## src/design/xee_pkg.sv

```systemverilog
`default_nettype none
package xee_pkg;

	localparam int MAX_OUT = 5;
	localparam int CNT_W   = $clog2(MAX_OUT + 1);

	localparam logic DIR_ESCAPE   = 1'b0;
	localparam logic DIR_UNESCAPE = 1'b1;

	typedef struct packed {
		logic [MAX_OUT-1:0][7:0] data;
		logic [CNT_W-1:0]        count;
		logic                    last;
	} job_t;

endpackage
`default_nettype wire

```

## src/design/xee_in_if.sv

```systemverilog
`default_nettype none
interface xee_in_if;
	logic       valid;
	logic       ready;
	logic [7:0] in_byte;
	logic       end_of_string;

	modport source (output valid, output in_byte, output end_of_string, input ready);
	modport sink (input valid, input in_byte, input end_of_string, output ready);
endinterface
`default_nettype wire

```

## src/design/xee_out_if.sv

```systemverilog
`default_nettype none
interface xee_out_if;
	logic       valid;
	logic       ready;
	logic [7:0] out_byte;
	logic       out_last;

	modport source (output valid, output out_byte, output out_last, input ready);
	modport sink (input valid, input out_byte, input out_last, output ready);
endinterface
`default_nettype wire

```

## src/design/xee_front.sv

```systemverilog
`default_nettype none
module xee_front (
	input  wire logic     clk,
	input  wire logic     arst_n,
	input  wire logic     cfg_we,
	input  wire logic     cfg_wdata,
	xee_in_if.sink        in_ch,
	output logic          job_valid,
	output xee_pkg::job_t job,
	input  wire logic     job_ready
);

	localparam logic [3:0] P_IDLE = 4'd0;
	localparam logic [3:0] P_AMP  = 4'd1;
	localparam logic [3:0] P_L    = 4'd2;
	localparam logic [3:0] P_LT   = 4'd3;
	localparam logic [3:0] P_G    = 4'd4;
	localparam logic [3:0] P_GT   = 4'd5;
	localparam logic [3:0] P_A    = 4'd6;
	localparam logic [3:0] P_AM   = 4'd7;
	localparam logic [3:0] P_AMPP = 4'd8;

	localparam logic [7:0] CH_AMP  = 8'h26;
	localparam logic [7:0] CH_LT   = 8'h3C;
	localparam logic [7:0] CH_GT   = 8'h3E;
	localparam logic [7:0] CH_SEMI = 8'h3B;
	localparam logic [7:0] CH_L    = 8'h6C;
	localparam logic [7:0] CH_G    = 8'h67;
	localparam logic [7:0] CH_A    = 8'h61;
	localparam logic [7:0] CH_T    = 8'h74;
	localparam logic [7:0] CH_M    = 8'h6D;
	localparam logic [7:0] CH_P    = 8'h70;

	function automatic logic [xee_pkg::CNT_W-1:0] prefix_len(input logic [3:0] s);
		case (s)
			P_AMP:                 prefix_len = xee_pkg::CNT_W'(1);
			P_L, P_G, P_A:         prefix_len = xee_pkg::CNT_W'(2);
			P_LT, P_GT, P_AM:      prefix_len = xee_pkg::CNT_W'(3);
			P_AMPP:                prefix_len = xee_pkg::CNT_W'(4);
			default:               prefix_len = '0;
		endcase
	endfunction

	function automatic logic [7:0] prefix_char(input logic [3:0] s,
			input logic [xee_pkg::CNT_W-1:0] k);
		logic [7:0] ch;
		ch = CH_AMP;
		case (k)
			xee_pkg::CNT_W'(1): begin
				if (s == P_L || s == P_LT) ch = CH_L;
				else if (s == P_G || s == P_GT) ch = CH_G;
				else ch = CH_A;
			end
			xee_pkg::CNT_W'(2): begin
				if (s == P_LT || s == P_GT) ch = CH_T;
				else ch = CH_M;
			end
			xee_pkg::CNT_W'(3): ch = CH_P;
			default: ch = CH_AMP;
		endcase
		return ch;
	endfunction

	logic                       dir_q;
	logic [3:0]                 prog_q;
	logic [3:0]                 prog_next;
	logic [3:0]                 hit_next;
	logic                       hit;
	logic                       term;
	logic [7:0]                 term_char;
	logic [7:0]                 c;
	logic                       last;
	logic [xee_pkg::CNT_W-1:0]  plen;
	logic                       accept;

	assign c      = in_ch.in_byte;
	assign last   = in_ch.end_of_string;
	assign plen   = prefix_len(prog_q);
	assign accept = in_ch.valid && in_ch.ready;

	always_comb begin
		hit       = 1'b0;
		term      = 1'b0;
		term_char = CH_AMP;
		hit_next  = P_IDLE;
		case (prog_q)
			P_AMP: begin
				if (c == CH_L) begin
					hit = 1'b1; hit_next = P_L;
				end else if (c == CH_G) begin
					hit = 1'b1; hit_next = P_G;
				end else if (c == CH_A) begin
					hit = 1'b1; hit_next = P_A;
				end
			end
			P_L: begin
				if (c == CH_T) begin
					hit = 1'b1; hit_next = P_LT;
				end
			end
			P_G: begin
				if (c == CH_T) begin
					hit = 1'b1; hit_next = P_GT;
				end
			end
			P_A: begin
				if (c == CH_M) begin
					hit = 1'b1; hit_next = P_AM;
				end
			end
			P_AM: begin
				if (c == CH_P) begin
					hit = 1'b1; hit_next = P_AMPP;
				end
			end
			P_LT: begin
				if (c == CH_SEMI) begin
					hit = 1'b1; term = 1'b1; term_char = CH_LT;
				end
			end
			P_GT: begin
				if (c == CH_SEMI) begin
					hit = 1'b1; term = 1'b1; term_char = CH_GT;
				end
			end
			P_AMPP: begin
				if (c == CH_SEMI) begin
					hit = 1'b1; term = 1'b1; term_char = CH_AMP;
				end
			end
			default: begin
			end
		endcase
	end

	always_comb begin
		job.last  = last;
		job.data  = '0;
		job.count = '0;
		prog_next = P_IDLE;
		if (dir_q == xee_pkg::DIR_ESCAPE) begin
			if (c == CH_LT) begin
				job.data[0] = CH_AMP; job.data[1] = CH_L; job.data[2] = CH_T;
				job.data[3] = CH_SEMI;
				job.count = xee_pkg::CNT_W'(4);
			end else if (c == CH_GT) begin
				job.data[0] = CH_AMP; job.data[1] = CH_G; job.data[2] = CH_T;
				job.data[3] = CH_SEMI;
				job.count = xee_pkg::CNT_W'(4);
			end else if (c == CH_AMP) begin
				job.data[0] = CH_AMP; job.data[1] = CH_A; job.data[2] = CH_M;
				job.data[3] = CH_P; job.data[4] = CH_SEMI;
				job.count = xee_pkg::CNT_W'(5);
			end else begin
				job.data[0] = c;
				job.count = xee_pkg::CNT_W'(1);
			end
		end else begin
			for (int k = 0; k < xee_pkg::MAX_OUT; k++) begin
				job.data[k] = (xee_pkg::CNT_W'(k) < plen)
					? prefix_char(prog_q, xee_pkg::CNT_W'(k)) : c;
			end
			if (hit && term) begin
				job.data[0] = term_char;
				job.count = xee_pkg::CNT_W'(1);
			end else if (hit && !last) begin
				job.count = '0;
				prog_next = hit_next;
			end else if (!hit && c == CH_AMP && !last) begin
				job.count = plen;
				prog_next = P_AMP;
			end else begin
				job.count = plen + xee_pkg::CNT_W'(1);
			end
		end
	end

	assign in_ch.ready = job_ready;
	assign job_valid   = in_ch.valid && (job.count != '0);

	always_ff @(posedge clk or negedge arst_n) begin
		if (!arst_n) begin
			dir_q  <= xee_pkg::DIR_ESCAPE;
			prog_q <= P_IDLE;
		end else if (cfg_we) begin
			dir_q  <= cfg_wdata;
			prog_q <= P_IDLE;
		end else if (accept) begin
			prog_q <= prog_next;
		end
	end

endmodule
`default_nettype wire

```

## src/design/xee_queue.sv

```systemverilog
`default_nettype none
module xee_queue (
	input  wire logic           clk,
	input  wire logic           arst_n,
	input  wire logic           push,
	input  wire xee_pkg::job_t  push_job,
	output logic                push_ready,
	input  wire logic           pop,
	output logic                head_valid,
	output xee_pkg::job_t       head
);

	xee_pkg::job_t mem_q [2];
	logic          wr_ptr_q;
	logic          rd_ptr_q;
	logic [1:0]    cnt_q;
	logic          do_push;
	logic          do_pop;

	assign push_ready = (cnt_q != 2'd2);
	assign head_valid = (cnt_q != 2'd0);
	assign head       = mem_q[rd_ptr_q];
	assign do_push    = push && push_ready;
	assign do_pop     = pop && head_valid;

	always_ff @(posedge clk) begin
		if (do_push) mem_q[wr_ptr_q] <= push_job;
	end

	always_ff @(posedge clk or negedge arst_n) begin
		if (!arst_n) begin
			wr_ptr_q <= 1'b0;
			rd_ptr_q <= 1'b0;
			cnt_q    <= 2'd0;
		end else begin
			if (do_push) wr_ptr_q <= !wr_ptr_q;
			if (do_pop) rd_ptr_q <= !rd_ptr_q;
			if (do_push && !do_pop) cnt_q <= cnt_q + 2'd1;
			else if (do_pop && !do_push) cnt_q <= cnt_q - 2'd1;
		end
	end

endmodule
`default_nettype wire

```

## src/design/xee_back.sv

```systemverilog
`default_nettype none
module xee_back (
	input  wire logic          clk,
	input  wire logic          arst_n,
	input  wire logic          head_valid,
	input  wire xee_pkg::job_t head,
	output logic               pop,
	xee_out_if.source          out_ch
);

	logic [xee_pkg::CNT_W-1:0] pos_q;
	logic                      at_end;
	logic                      fire;

	assign at_end          = (pos_q == head.count - xee_pkg::CNT_W'(1));
	assign fire            = out_ch.valid && out_ch.ready;
	assign pop             = fire && at_end;
	assign out_ch.valid    = head_valid;
	assign out_ch.out_byte = head.data[pos_q];
	assign out_ch.out_last = head.last && at_end;

	always_ff @(posedge clk or negedge arst_n) begin
		if (!arst_n) begin
			pos_q <= '0;
		end else if (fire) begin
			// advance within the request, wrap when it is done
			pos_q <= at_end ? '0 : pos_q + xee_pkg::CNT_W'(1);
		end
	end

endmodule
`default_nettype wire

```

## src/design/xee_top_note.sv

```systemverilog
`default_nettype none
module xee_job_check (
	input  wire logic          clk,
	input  wire logic          arst_n,
	input  wire logic          job_valid,
	input  wire xee_pkg::job_t job,
	output logic               job_ok
);

	logic ok_q;

	always_ff @(posedge clk or negedge arst_n) begin
		if (!arst_n) ok_q <= 1'b1;
		else if (job_valid && (job.count == '0 || job.count > xee_pkg::CNT_W'(xee_pkg::MAX_OUT)))
			ok_q <= 1'b0;
	end

	assign job_ok = ok_q;

endmodule
`default_nettype wire

```

## src/design/xml_entity_escape_unescape.sv

```systemverilog
// XML entity converter: in escape mode '<', '>' and '&' become "&lt;", "&gt;" and "&amp;";
// in unescape mode those three entities collapse to one character, a broken prefix is passed
// on as text and a prefix held at end_of_string is flushed. Set direction through cfg_we and
// cfg_wdata only while no string is in flight; a write drops any held prefix. One input byte
// is taken per cycle while the two-entry request queue has room, and the output serializer
// sends one byte per cycle while out_ch.ready is high, so a byte that expands to up to five
// output bytes holds the output until all are sent; a stream of bytes with one result each
// runs at one byte per cycle with a ready sink. Requests are registered in the queue first.
`default_nettype none
module xml_entity_escape_unescape (
	input  wire logic clk,
	input  wire logic arst_n,
	input  wire logic cfg_we,
	input  wire logic cfg_wdata,
	xee_in_if.sink    in_ch,
	xee_out_if.source out_ch
);

	logic          job_valid;
	xee_pkg::job_t job;
	logic          job_ready;
	logic          q_pop;
	logic          q_valid;
	xee_pkg::job_t q_head;
	logic          job_ok;

	xee_front u_front (
		.clk       (clk),
		.arst_n    (arst_n),
		.cfg_we    (cfg_we),
		.cfg_wdata (cfg_wdata),
		.in_ch     (in_ch),
		.job_valid (job_valid),
		.job       (job),
		.job_ready (job_ready)
	);

	xee_queue u_queue (
		.clk        (clk),
		.arst_n     (arst_n),
		.push       (job_valid),
		.push_job   (job),
		.push_ready (job_ready),
		.pop        (q_pop),
		.head_valid (q_valid),
		.head       (q_head)
	);

	xee_back u_back (
		.clk        (clk),
		.arst_n     (arst_n),
		.head_valid (q_valid),
		.head       (q_head),
		.pop        (q_pop),
		.out_ch     (out_ch)
	);

	xee_job_check u_check (
		.clk       (clk),
		.arst_n    (arst_n),
		.job_valid (job_valid),
		.job       (job),
		.job_ok    (job_ok)
	);

	a_job_count: assert property (@(posedge clk) disable iff (!arst_n) job_ok)
		else $error("request with bad byte count");

	a_last_pops: assert property (@(posedge clk) disable iff (!arst_n)
		(out_ch.valid && out_ch.ready && out_ch.out_last) |-> q_pop)
		else $error("last byte sent without retiring its request");

	a_pop_fires: assert property (@(posedge clk) disable iff (!arst_n)
		q_pop |-> (out_ch.valid && out_ch.ready && q_valid))
		else $error("request retired without a transfer");

endmodule
`default_nettype wire

```

## src/flat_wrapper.sv

```systemverilog
// flat-port wrapper written by rule: the top's interface ports become plain ports
module xml_entity_escape_unescape_flat 
  (clk, arst_n, cfg_we, cfg_wdata, in_ch_valid, in_ch_in_byte, in_ch_end_of_string, in_ch_ready, out_ch_valid, out_ch_out_byte, out_ch_out_last, out_ch_ready);
  xee_in_if in_ch_i ();
  xee_out_if out_ch_i ();
  input  wire logic clk;
  input  wire logic arst_n;
  input  wire logic cfg_we;
  input  wire logic cfg_wdata;
  input wire logic [$bits(in_ch_i.valid)-1:0] in_ch_valid;
  input wire logic [$bits(in_ch_i.in_byte)-1:0] in_ch_in_byte;
  input wire logic [$bits(in_ch_i.end_of_string)-1:0] in_ch_end_of_string;
  output wire logic [$bits(in_ch_i.ready)-1:0] in_ch_ready;
  output wire logic [$bits(out_ch_i.valid)-1:0] out_ch_valid;
  output wire logic [$bits(out_ch_i.out_byte)-1:0] out_ch_out_byte;
  output wire logic [$bits(out_ch_i.out_last)-1:0] out_ch_out_last;
  input wire logic [$bits(out_ch_i.ready)-1:0] out_ch_ready;
  assign in_ch_i.valid = in_ch_valid;
  assign in_ch_i.in_byte = in_ch_in_byte;
  assign in_ch_i.end_of_string = in_ch_end_of_string;
  assign in_ch_ready = in_ch_i.ready;
  assign out_ch_valid = out_ch_i.valid;
  assign out_ch_out_byte = out_ch_i.out_byte;
  assign out_ch_out_last = out_ch_i.out_last;
  assign out_ch_i.ready = out_ch_ready;
  xml_entity_escape_unescape u_core (.clk(clk), .arst_n(arst_n), .cfg_we(cfg_we), .cfg_wdata(cfg_wdata), .in_ch(in_ch_i), .out_ch(out_ch_i));
endmodule
```

## config.mk

```make
export PLATFORM = sky130hd
export DESIGN_NAME = xml_entity_escape_unescape_flat
export DESIGN_NICKNAME = d
export VERILOG_FILES = /design/src/design/xee_pkg.sv /design/src/design/xee_in_if.sv /design/src/design/xee_out_if.sv /design/src/design/xee_front.sv /design/src/design/xee_queue.sv /design/src/design/xee_back.sv /design/src/design/xee_top_note.sv /design/src/design/xml_entity_escape_unescape.sv /design/src/flat_wrapper.sv
export SDC_FILE = /design/constraint.sdc
export NUM_CORES = 1
export LEC_CHECK = 0
export BUFFER_PORTS_ARGS = -buffer_cell sky130_fd_sc_hd__buf_2
export CAP_MARGIN = 20
export CORE_ASPECT_RATIO = 0.5
export CORE_MARGIN = 5
export CORE_UTILIZATION = 50
export CTS_BUF_LIST = sky130_fd_sc_hd__clkbuf_16
export DETAILED_ROUTE_END_ITERATION = 16
export HOLD_SLACK_MARGIN = 0.02
export PLACE_DENSITY_LB_ADDON = 0.08
export SETUP_SLACK_MARGIN = 0.5
export SYNTH_ARGS = -nofsm -noshare
export SYNTH_HDL_FRONTEND = slang
export SYNTH_SLANG_ARGS = --single-unit
```

## constraint.sdc

```tcl
create_clock -name clk -period 5.6 [get_ports clk]
set_clock_uncertainty 0.15 [all_clocks]
set_input_delay 0.28 -clock clk [delete_from_list [all_inputs] [get_ports clk]]
set_output_delay 0.28 -clock clk [all_outputs]
set_load 0.01 [all_outputs]
```

# ---- After elaboration in Yosys (flattened, before gate mapping)
# Memories as Yosys holds them, arrays and structs flattened.
# Cells that the tools add are included.
dict set report op_classes {
  mux 52
  eq_ne 20
  n_reduce_logical 28
  order_cmp 6
  add_sub_neg 5
}
# operator count
set ops {}
lappend ops {{$mux W35} 2}
lappend ops {{$mux W8} 8}
lappend ops {{$eq A8 B7 Y1 const B} 6}
lappend ops {{$mux W43} 1}
lappend ops {{$eq A8 B6 Y1 const B} 4}
lappend ops {{$mux W3} 10}
lappend ops {{$mux W30} 1}
lappend ops {{$mux W4} 7}
lappend ops {{$bmux W8 S3} 1}
lappend ops {{$pmux W4 S5} 1}
lappend ops {{$eq A4 B3 Y1 const B} 4}
lappend ops {{$mux W5} 3}
lappend ops {{$logic_and A1 B1 Y1} 13}
lappend ops {{$mux W1} 11}
lappend ops {{$mux W11} 1}
lappend ops {{$pmux W5 S2} 1}
lappend ops {{$eq A4 B2 Y1 const B} 2}
lappend ops {{$add A3 B1 Y3 const B} 2}
lappend ops {{$logic_not A1 Y1} 6}
lappend ops {{$lt A1 B3 Y1 const A} 2}
lappend ops {{$lt A2 B3 Y1 const A} 2}
lappend ops {{$mux W2} 3}
lappend ops {{$mux W6} 1}
lappend ops {{$reduce_bool A2 Y1} 3}
lappend ops {{14 further kinds} 16}
dict set report word_totals {
  romBits 48
  mem_bits_rw 88
  input_bits 15
  out_inout_bits 11
  n_memories 2
  elab_cells 119
  reg_bits 12
}
# name depth width rd rd_clocked_by_memory_dff wr line_no
set memory_table {}
lappend memory_table {u_core.u_queue.mem_q 2 44 1 0 1 xee_queue.sv:13} ;# xee_pkg::job_t mem_q [2];
lappend memory_table {{(name not given)} 16 3 1 0 0 xee_front.sv:35} ;# case (s)

# ---- Depth between registers and ports, before layout
# Gate-level depths: netlist (run 1).
dict set report logic_depth {
  word_depth 19
  depth_mapped 13
  mapped_depth_nobuf 11
}

# ---- Modules after synthesis
# From an unflattened synthesis (run 1), not the netlist that was laid out.
dict set report unflattened {
  hier_cells 438
  area_unflattened_um2 5487.8
}
# mod n_inst seq_area_each_um2 cells_each area_each_um2
set by_module_without_submodules {}
lappend by_module_without_submodules {xee_queue 1 2742.6 155 3569.7}
lappend by_module_without_submodules {xee_front 1 125.1 222 1361.3}
lappend by_module_without_submodules {xee_back 1 75.1 61 556.8}

# ---- Worst setup path before layout (run 1)
# OpenSTA, ideal clock, no wires.
dict set report synth_path {
  path_kind {flip-flop to flip-flop}
  startpoint {register u_core.u_front.prog_q[1]}
  endpoint {memory u_core.u_queue.mem_q[0][0] (netlist name), enable pin}
  stages_incl_launch_ff 10
  arrival_ns 3.773
  required_time_ns 4.999
  setup_time_ns 0.451
  path_buffers 1
  synth_period_minus_slack_ns 4.374
  setup_slack_ns 1.226
  cell_sequence {dfrtp_1 buf_2 nor2_1 nor2_1 ha_1 nor3_1 nand2_1 o21ai_0 a221oi_4 nor2b_1}
}
dict set report synth_via {
  elab_chain_len 15
  word_cells_on_any_way 28
  cone_classes {add/sub (1); eq/ne (8); mux (8); reduce/logical (10); memory (1)}
}
# item line_no
set synth_rtl {}
lappend synth_rtl {{from (decl)} xee_front.sv:65} ;# logic [3:0] prog_q;
lappend synth_rtl {{from (signal assigned)} xee_front.sv:189} ;# prog_q <= prog_next;
lappend synth_rtl {{branches (longest 8 deep; another with $mem_v2 Z16 W3)} -}
lappend synth_rtl {{$mux W3 (*)} xee_front.sv:163} ;# if (hit && term) begin
lappend synth_rtl {{$mux W43 (*)} xee_front.sv:141} ;# if (dir_q == xee_pkg::DIR_ESCAPE) begin
lappend synth_rtl {{$reduce_bool A3 Y1 (*)} xee_front.sv:179} ;# assign job_valid = in_ch.valid && (job.count != '0);
lappend synth_rtl {{$logic_and A1 B1 Y1 (*)} xee_front.sv:179}
lappend synth_rtl {{$logic_and A1 B1 Y1 (*)} xee_queue.sv:23} ;# assign do_push = push && push_ready;
lappend synth_rtl {{via u_core.u_queue.do_push} xee_queue.sv:17} ;# logic do_push;
lappend synth_rtl {{$mux W1 (*)} xee_queue.sv:27} ;# if (do_push) mem_q[wr_ptr_q] <= push_job;
lappend synth_rtl {{$mux W1 (not written as such) (*)} xee_queue.sv:27}
lappend synth_rtl {{to (decl)} xee_queue.sv:13}
# Mark *: on every way through the listed nets, which the timed path passes.

# ---- Worst setup path in the final report (run 1)
dict set report layout_path {
  startpoint {register u_core.u_front.prog_q[1]}
  endpoint {memory u_core.u_queue.mem_q[0][7] (netlist name), enable pin}
}
# Same word-level chain as after synthesis.

==> metrics, run 1 <==
outcome finished, final reports clean; setup repair after global routing missed its margin false; number of setup buffers added after CTS 0; DP HPWL 7180 um; die height 80.2 um; Initial Utilization 51.8%; most frequent cells in the layout 88 x edfxtp_1, 50 x nand2_1, 25 x buf_2; grt ovf 0; Final Cycle Share 65.2%; Hold Path Stages 2; Final #Nets 414; Seq/Total Area, Yosys 59.8%; reg-to-reg endpoint u_core.u_queue.mem_q[0][7]$_DFFE_PP_; syn nets 392; post-synth design cell area 4920 um2; Skew-Pair Late Insertion Delay 0.35 ns; Main synth FF type edfxtp_1; # rows 25; placed cells 515; post-route setup slack 1.95 ns; Sink Count 100; final non-filler cell total 535; number of distinct standard cells referenced by the synthesized netlist 56; CTS Buf Count 9; core footprint 9510 um2; Routed Antenna Nets 0; post-place setup slack 1.95 ns; flip-flop and latch area 2940 um2; post-synthesis average cell area 13.2 um2; vias in the first global route 3125; via/cell ratio 5.84; H-tree depth 3; Critical Path RT 5.47 ns; PD cells 455 nW/um2; fmax 274 MHz; Register-to-Register Path Depth 7; Min Clock Period, post-route 3.65 ns; post-route setup TNS 0 ns; starting DRC count in detailed routing 289; final hold violation count 0; Post-Syn Instances 373; reg2reg start u_core.u_front.prog_q[1]$_DFFE_PN0P_; first-pass GRT wire length 17200 um; critical path fanouts, max 26; worst path arrival time 3.52 ns; initial antenna violation count 0; worst slew pin tran 0.891 ns; relative slew slack 39.9%; Diodes inserted 0; leakage 2.03 nW; Setup-failing EPs final 0; Setup Crit Path Kind flop to flop; io pins 26; HP Start cfg_we; share of layout cells above drive strength 1 20.8%; gpl congestion 0.878; most common cell after layout, fill and taps aside edfxtp_1; Reg2Reg Setup Slack 1.95 ns; class of the worst hold path primary input to flop; Hold Path End u_core.u_front.prog_q[0]$_DFFE_PN0P_; number of port buffers 25; clock buffer depth 2; routed wire length 10500 um; number of synthesized flops with an enable pin 88; Max-cap violations 0; largest net degree at the start of global routing 45; Fillers 797; DRC Markers 0; Overall Global Routing Usage 19.1%; Core Util, Final 57.7%; multi-input combinational cell area 1850 um2; TritonRoute pass-1 iters 5; Total Power 2.50 mW; Die Wd 150 um; crit start category flop; Root Driver clkbuf_16; wire per inst 19.6 um; maximum VDD drop 323 uV; TritonCTS clock tree yes; Yosys reg bits 100; Final Max Tran Viols 0; synthesis-to-finish area growth 11.4%; Synthesis Warnings 0; critical path endpoint category flop; vias 3125; CTS clk-pin slew, worst paths 0.07 ns; asr flop ratio synth 12.0%; die area 12100 um2
[worst max-delay path by stage]
stage	startpoint	to	slack, ns
after floorplan	u_core.u_front.prog_q[1]$_DFFE_PN0P_	u_core.u_queue.mem_q[0][0]$_DFFE_PP_	1.23
after global placement	u_core.u_front.prog_q[1]$_DFFE_PN0P_	u_core.u_queue.mem_q[0][42]$_DFFE_PP_	2.08
after detailed placement	u_core.u_front.prog_q[1]$_DFFE_PN0P_	u_core.u_queue.mem_q[0][15]$_DFFE_PP_	1.95
after CTS	u_core.u_front.prog_q[1]$_DFFE_PN0P_	u_core.u_queue.mem_q[0][15]$_DFFE_PP_	1.93
after global routing	u_core.u_front.prog_q[1]$_DFFE_PN0P_	u_core.u_queue.mem_q[0][7]$_DFFE_PP_	1.75
final	u_core.u_front.prog_q[1]$_DFFE_PN0P_	u_core.u_queue.mem_q[0][7]$_DFFE_PP_	1.95
[final cells by class]
type	count	share of cell area [%]
clock buffer	9	4.11
clock inverter	7	1.07
inverter	8	0.548
multi-input combinational	243	33.8
sequential	100	53.7
tap	135	3.08
timing repair buffer	33	3.74
[layer usage]
| metal | vias up | GRT usage [%] | share of wire (%) |
|---|---|---|---|
| li1 | 1462 | - | - |
| met1 | 1542 | 27.1 | 48 |
| met2 | 107 | 28.6 | 44 |
| met3 | 14 | 6.26 | 7.5 |
| met4 | 0 | 4.38 | 1.0 |
| met5 | - | 0 | 0 |
[worst max-delay path, stage by stage, from the launching register on]
cell,delay (ns)
dfrtp_1,0.53
or4b_1,0.77
nand2_8,0.18
o22ai_4,0.11
nor2b_4,0.15
a221oi_4,0.29
nor2b_4,0.72
buf_4,0.41
[stage by stage]
stage               hold WS [ns]  area, um2
finish                    0.0590       5480
detailed placement        0.0268       5150
floorplan                 -0.166       4920
global placement          0.0193       5150
CTS                       0.0545       5460
global route              0.0790       5480
[flip-flops by register name, indices dropped and copies added, names as in the netlist]
register and cells:
u_core.u_back.pos_q 3, u_core.u_front.dir_q 1, u_core.u_front.prog_q 4, u_core.u_queue.cnt_q 2, u_core.u_queue.mem_q 88, u_core.u_queue.rd_ptr_q 1
u_core.u_queue.wr_ptr_q 1
[where the power goes]
part	internal (mW)	switching (mW)	total (mW)	leakage, nW
clock	0.307	0.283	0.591	0.138
sequential	1.02	0.0774	1.10	0.980
combinational	0.366	0.443	0.809	0.908
[repair_timing]
action,in CTS,in global routing
endpoints found under the hold margin,13,0
setup endpoints to repair,0,0
hold buffers,3,0
gates resized for setup,0,0
[cells by family (layout without fill, tap and decap cells)]
logic type | Yosys count | after routing | share of synthesized area (%)
muxes | 31 | 31 | 10.6
DFF | 100 | 100 | 59.8
adders and majority gates | 4 | 4 | 1.02
AOI/OAI and AO/OA | 64 | 64 | 8.99
buffers and inverters | 30 | 57 | 2.79
xor gates and xnor gates | 15 | 15 | 2.67
and+or+nand+nor | 129 | 129 | 14.2
[cell usage after synthesis, types with 2 or more instances]
| master | count | area, um2 |
|---|---|---|
| and2_1 | 10 | 62.6 |
| nand3b_1 | 3 | 22.5 |
| o22ai_1 | 3 | 18.8 |
| a32o_1 | 4 | 40.0 |
| nor2_1 | 16 | 60.1 |
| o21ai_1 | 2 | 10.0 |
| or3_1 | 2 | 12.5 |
| a31oi_1 | 2 | 12.5 |
| dfrtp_1 | 12 | 300 |
| or4b_1 | 2 | 20.0 |
| o21ai_0 | 23 | 115 |
| nand4_1 | 2 | 12.5 |
| nor4_1 | 2 | 12.5 |
| nand3_1 | 9 | 45.0 |
| nand2_1 | 50 | 188 |
| a21boi_0 | 2 | 15.0 |
| buf_2 | 11 | 55.1 |
| a22oi_1 | 3 | 22.5 |
| nor3_1 | 8 | 40.0 |
| xor2_1 | 7 | 61.3 |
| nand2b_1 | 7 | 43.8 |
| a21oi_1 | 10 | 50.1 |
| o31ai_1 | 2 | 15.0 |
| edfxtp_1 | 88 | 2640 |
| nor2b_1 | 4 | 25.0 |
| a221oi_1 | 8 | 70.1 |
| ha_1 | 4 | 50.1 |
| inv_1 | 7 | 26.3 |
| mux2_2 | 9 | 101 |
| mux4_2 | 16 | 360 |
| mux2i_1 | 6 | 60.1 |
| clkbuf_1 | 8 | 30.0 |
| xnor2_1 | 8 | 70.1 |
(Power assumes the default switching activity.)
==> inputs of run 2 (changes only) <==
clock period = 3.7 ns   (was 5.6 ns; I/O delays follow)
==> run 2 against run 1 <==
Net effect: final area is 2.2% higher; flip-flop and latch count stayed put; worst setup slack worse by 1.3 ns; combinational power grew 53%; via count is 3.9% higher; non-clock buffer count grew 7; wire length increased by 4.7%; die area stayed put; critical path depth rose by 2; global-route usage is 0.36 points higher; sequential power grew 55%; critical endpoint is now u_core.u_queue.mem_q[1][31]$_DFFE_PP_; largest power group unchanged.
==> metrics, run 2 (synthesis gave the netlist of run 1 again) <==
outcome finished, final reports clean (unchanged); PD cells 704 nW/um2 (was 455 nW/um2); crit path cell chain or2b_1, inv_1, ha_1, nor3_1, nand2_1, o21ai_0, a221oi_4, and2_4, buf_12 (was or4b_1, nand2_8, o22ai_4, nor2b_4, a221oi_4, nor2b_4, buf_4); Root Driver clkbuf_16 (unchanged); max incr delay on CP 0.56 ns (was 0.77 ns); wire per inst 20.3 um (was 19.6 um); family with the most delay on the worst path simple AND/OR/NAND/NOR gates (unchanged); number of port buffers 25 (unchanged); grt ovf 0 (unchanged); worst slew pin tran 0.894 ns (was 0.891 ns); Critical Path RT 3.59 ns (was 5.47 ns); Area after DPL 5210 um2 (was 5150 um2); H-tree depth 3 (unchanged); DRC Markers 0 (unchanged); starting DRC count in detailed routing 249 (was 289); Initial Utilization 51.8% (unchanged); final non-filler cell total 542 (was 535); DP HPWL 7600 um (was 7180 um); fmax 330 MHz (was 274 MHz); Routed Antenna Nets 0 (unchanged); Diodes inserted 0 (unchanged); relative slew slack 39.7% (was 39.9%); synthesis-to-finish area growth 13.8% (was 11.4%); final hold violation count 0 (unchanged); Min Clock Period, post-route 3.03 ns (was 3.65 ns); biggest regs u_core.u_queue.mem_q: 88 flops, u_core.u_front.prog_q: 4 flops, u_core.u_back.pos_q: 3 flops (unchanged); routed wire length 11000 um (was 10500 um); Final #Nets 421 (was 414); TritonCTS clock tree yes (unchanged); Overall Global Routing Usage 19.4% (was 19.1%); most common cell after layout, fill and taps aside edfxtp_1 (unchanged); crit start category flop (unchanged); leakage 2.09 nW (was 2.03 nW); vias 3247 (was 3125); number of setup buffers added after CTS 0 (unchanged); via/cell ratio 5.99 (was 5.84); critical path fanouts, max 30 (was 26); Skew-Pair Late Insertion Delay 0.34 ns (was 0.35 ns); vias in the first global route 3169 (was 3125); largest net degree at the start of global routing 45 (unchanged); maximum VDD drop 400 uV (was 323 uV); slowest stage cell on the critical path dfrtp_1 (was or4b_1); setup repair after global routing missed its margin false (unchanged); worst path arrival time 2.92 ns (was 3.52 ns); TritonRoute pass-1 iters 5 (unchanged); Final Max Tran Viols 0 (unchanged); Fillers 805 (was 797); gpl congestion 0.979 (was 0.878); Final Cycle Share 81.8% (was 65.2%); critical path endpoint category flop (unchanged); io pins 26 (unchanged); Setup-failing EPs final 0 (unchanged); placed cells 520 (was 515); first-pass GRT wire length 17500 um (was 17200 um); clock buffer depth 2 (unchanged); die area 12100 um2 (unchanged); CTS Buf Count 9 (unchanged); Sink Count 100 (unchanged); Die Wd 150 um (unchanged); Setup Crit Path Kind flop to flop (unchanged); class of the worst hold path primary input to flop (unchanged); post-route setup TNS 0 ns (unchanged); Max-cap violations 0 (unchanged); crit path buf inv count 2 (was 1); fin area 5600 um2 (was 5480 um2); Most flops, register u_core.u_queue.mem_q (unchanged); most frequent cells in the layout 88 x edfxtp_1, 50 x nand2_1, 25 x buf_2 (unchanged); CTS clk-pin slew, worst paths 0.06 ns (was 0.07 ns); share of layout cells above drive strength 1 21.6% (was 20.8%); die height 80.2 um (unchanged); core footprint 9510 um2 (unchanged); WHS 0.0432 ns (was 0.0590 ns); # rows 25 (unchanged); number of flip-flops in the largest register 88 (unchanged); initial antenna violation count 0 (unchanged)
==> run 2: cell count changes in the layout (fill, tap and decap cells not counted), sizes merged <==
cell,before,now
dlygate4sd3,3,6
bufinv,0,2
buf,30,34
clkinvlp,1,0
inv,9,10
clkinv,5,3
==> run 2: cell type report <==
| cell class | count | area (um2) | area share [%] |
|---|---|---|---|
| Clock inverter | 7 | 97.6 | 1.74 |
| Sequential cell | 100 | 2940 | 52.5 |
| Multi-Input combinational cell | 243 | 1860 | 33.2 |
| Clock buffer | 9 | 225 | 4.02 |
| Timing Repair Buffer | 40 | 278 | 4.96 |
| Inverter | 8 | 30.0 | 0.536 |
| Tap cell | 135 | 169 | 3.01 |
==> run 2: worst paths after layout <==
| kind | from | slack [ns] | cells past startpoint | to |
|---|---|---|---|---|
| worst min register to register | u_core.u_queue.cnt_q[1]$_DFFE_PN0P_ | 0.35 | 1 | u_core.u_queue.cnt_q[1]$_DFFE_PN0P_ |
| worst max-delay path | u_core.u_front.prog_q[3]$_DFFE_PN0P_ | 0.67 | 9 | u_core.u_queue.mem_q[1][31]$_DFFE_PP_ |
| worst min-delay path | out_ch_ready | 0.04 | 4 | u_core.u_back.pos_q[1]$_DFFE_PN0P_ |
| worst max register to register | u_core.u_front.prog_q[3]$_DFFE_PN0P_ | 0.67 | 9 | u_core.u_queue.mem_q[1][31]$_DFFE_PP_ |
| min in group asynchronous | arst_n | 0.09 | 2 | u_core.u_back.pos_q[1]$_DFFE_PN0P_ |
| max in group asynchronous | arst_n | 3.09 | 2 | u_core.u_front.prog_q[1]$_DFFE_PN0P_ |
==> run 2: where the power goes <==
group	internal, mW	total, mW	switching (mW)	leakage [nW]
Sequential	1.54	1.70	0.153	0.980
Combinational	0.580	1.24	0.664	0.945
Clock	0.597	1.01	0.409	0.163
Total	2.72	3.95	1.23	2.09
==> run 2: metal layers <==
metal / wire, um / track usage, %
met5: 0 / 2.73
met4: 134 / 5.75
met3: 743 / 5.58
met2: 5040 / 29.8
met1: 5080 / 26.8
==> run 2: tightest hold or removal path: stages <==
cell,delay (ns)
buf_2,0.09
nand2_1,0.07
nand2_1,0.07
o21ai_0,0.07
==> run 2: per-stage QoR <==
stage	power, mW	setup WS [ns]	util [%]
after CTS	3.99	0.615	58.9
final	3.95	0.672	58.9
after global placement	2.93	0.563	54.8
after floorplan	2.55	0.631	-
after global routing	4.15	0.520	58.9
after detailed placement	2.97	0.496	54.8
==> run 2: what timing repair did <==
action	in CTS	in global routing
resized for setup	1	2
hold buffers	6	0
endpoints found under the hold margin	16	0
setup endpoints to repair	30	30
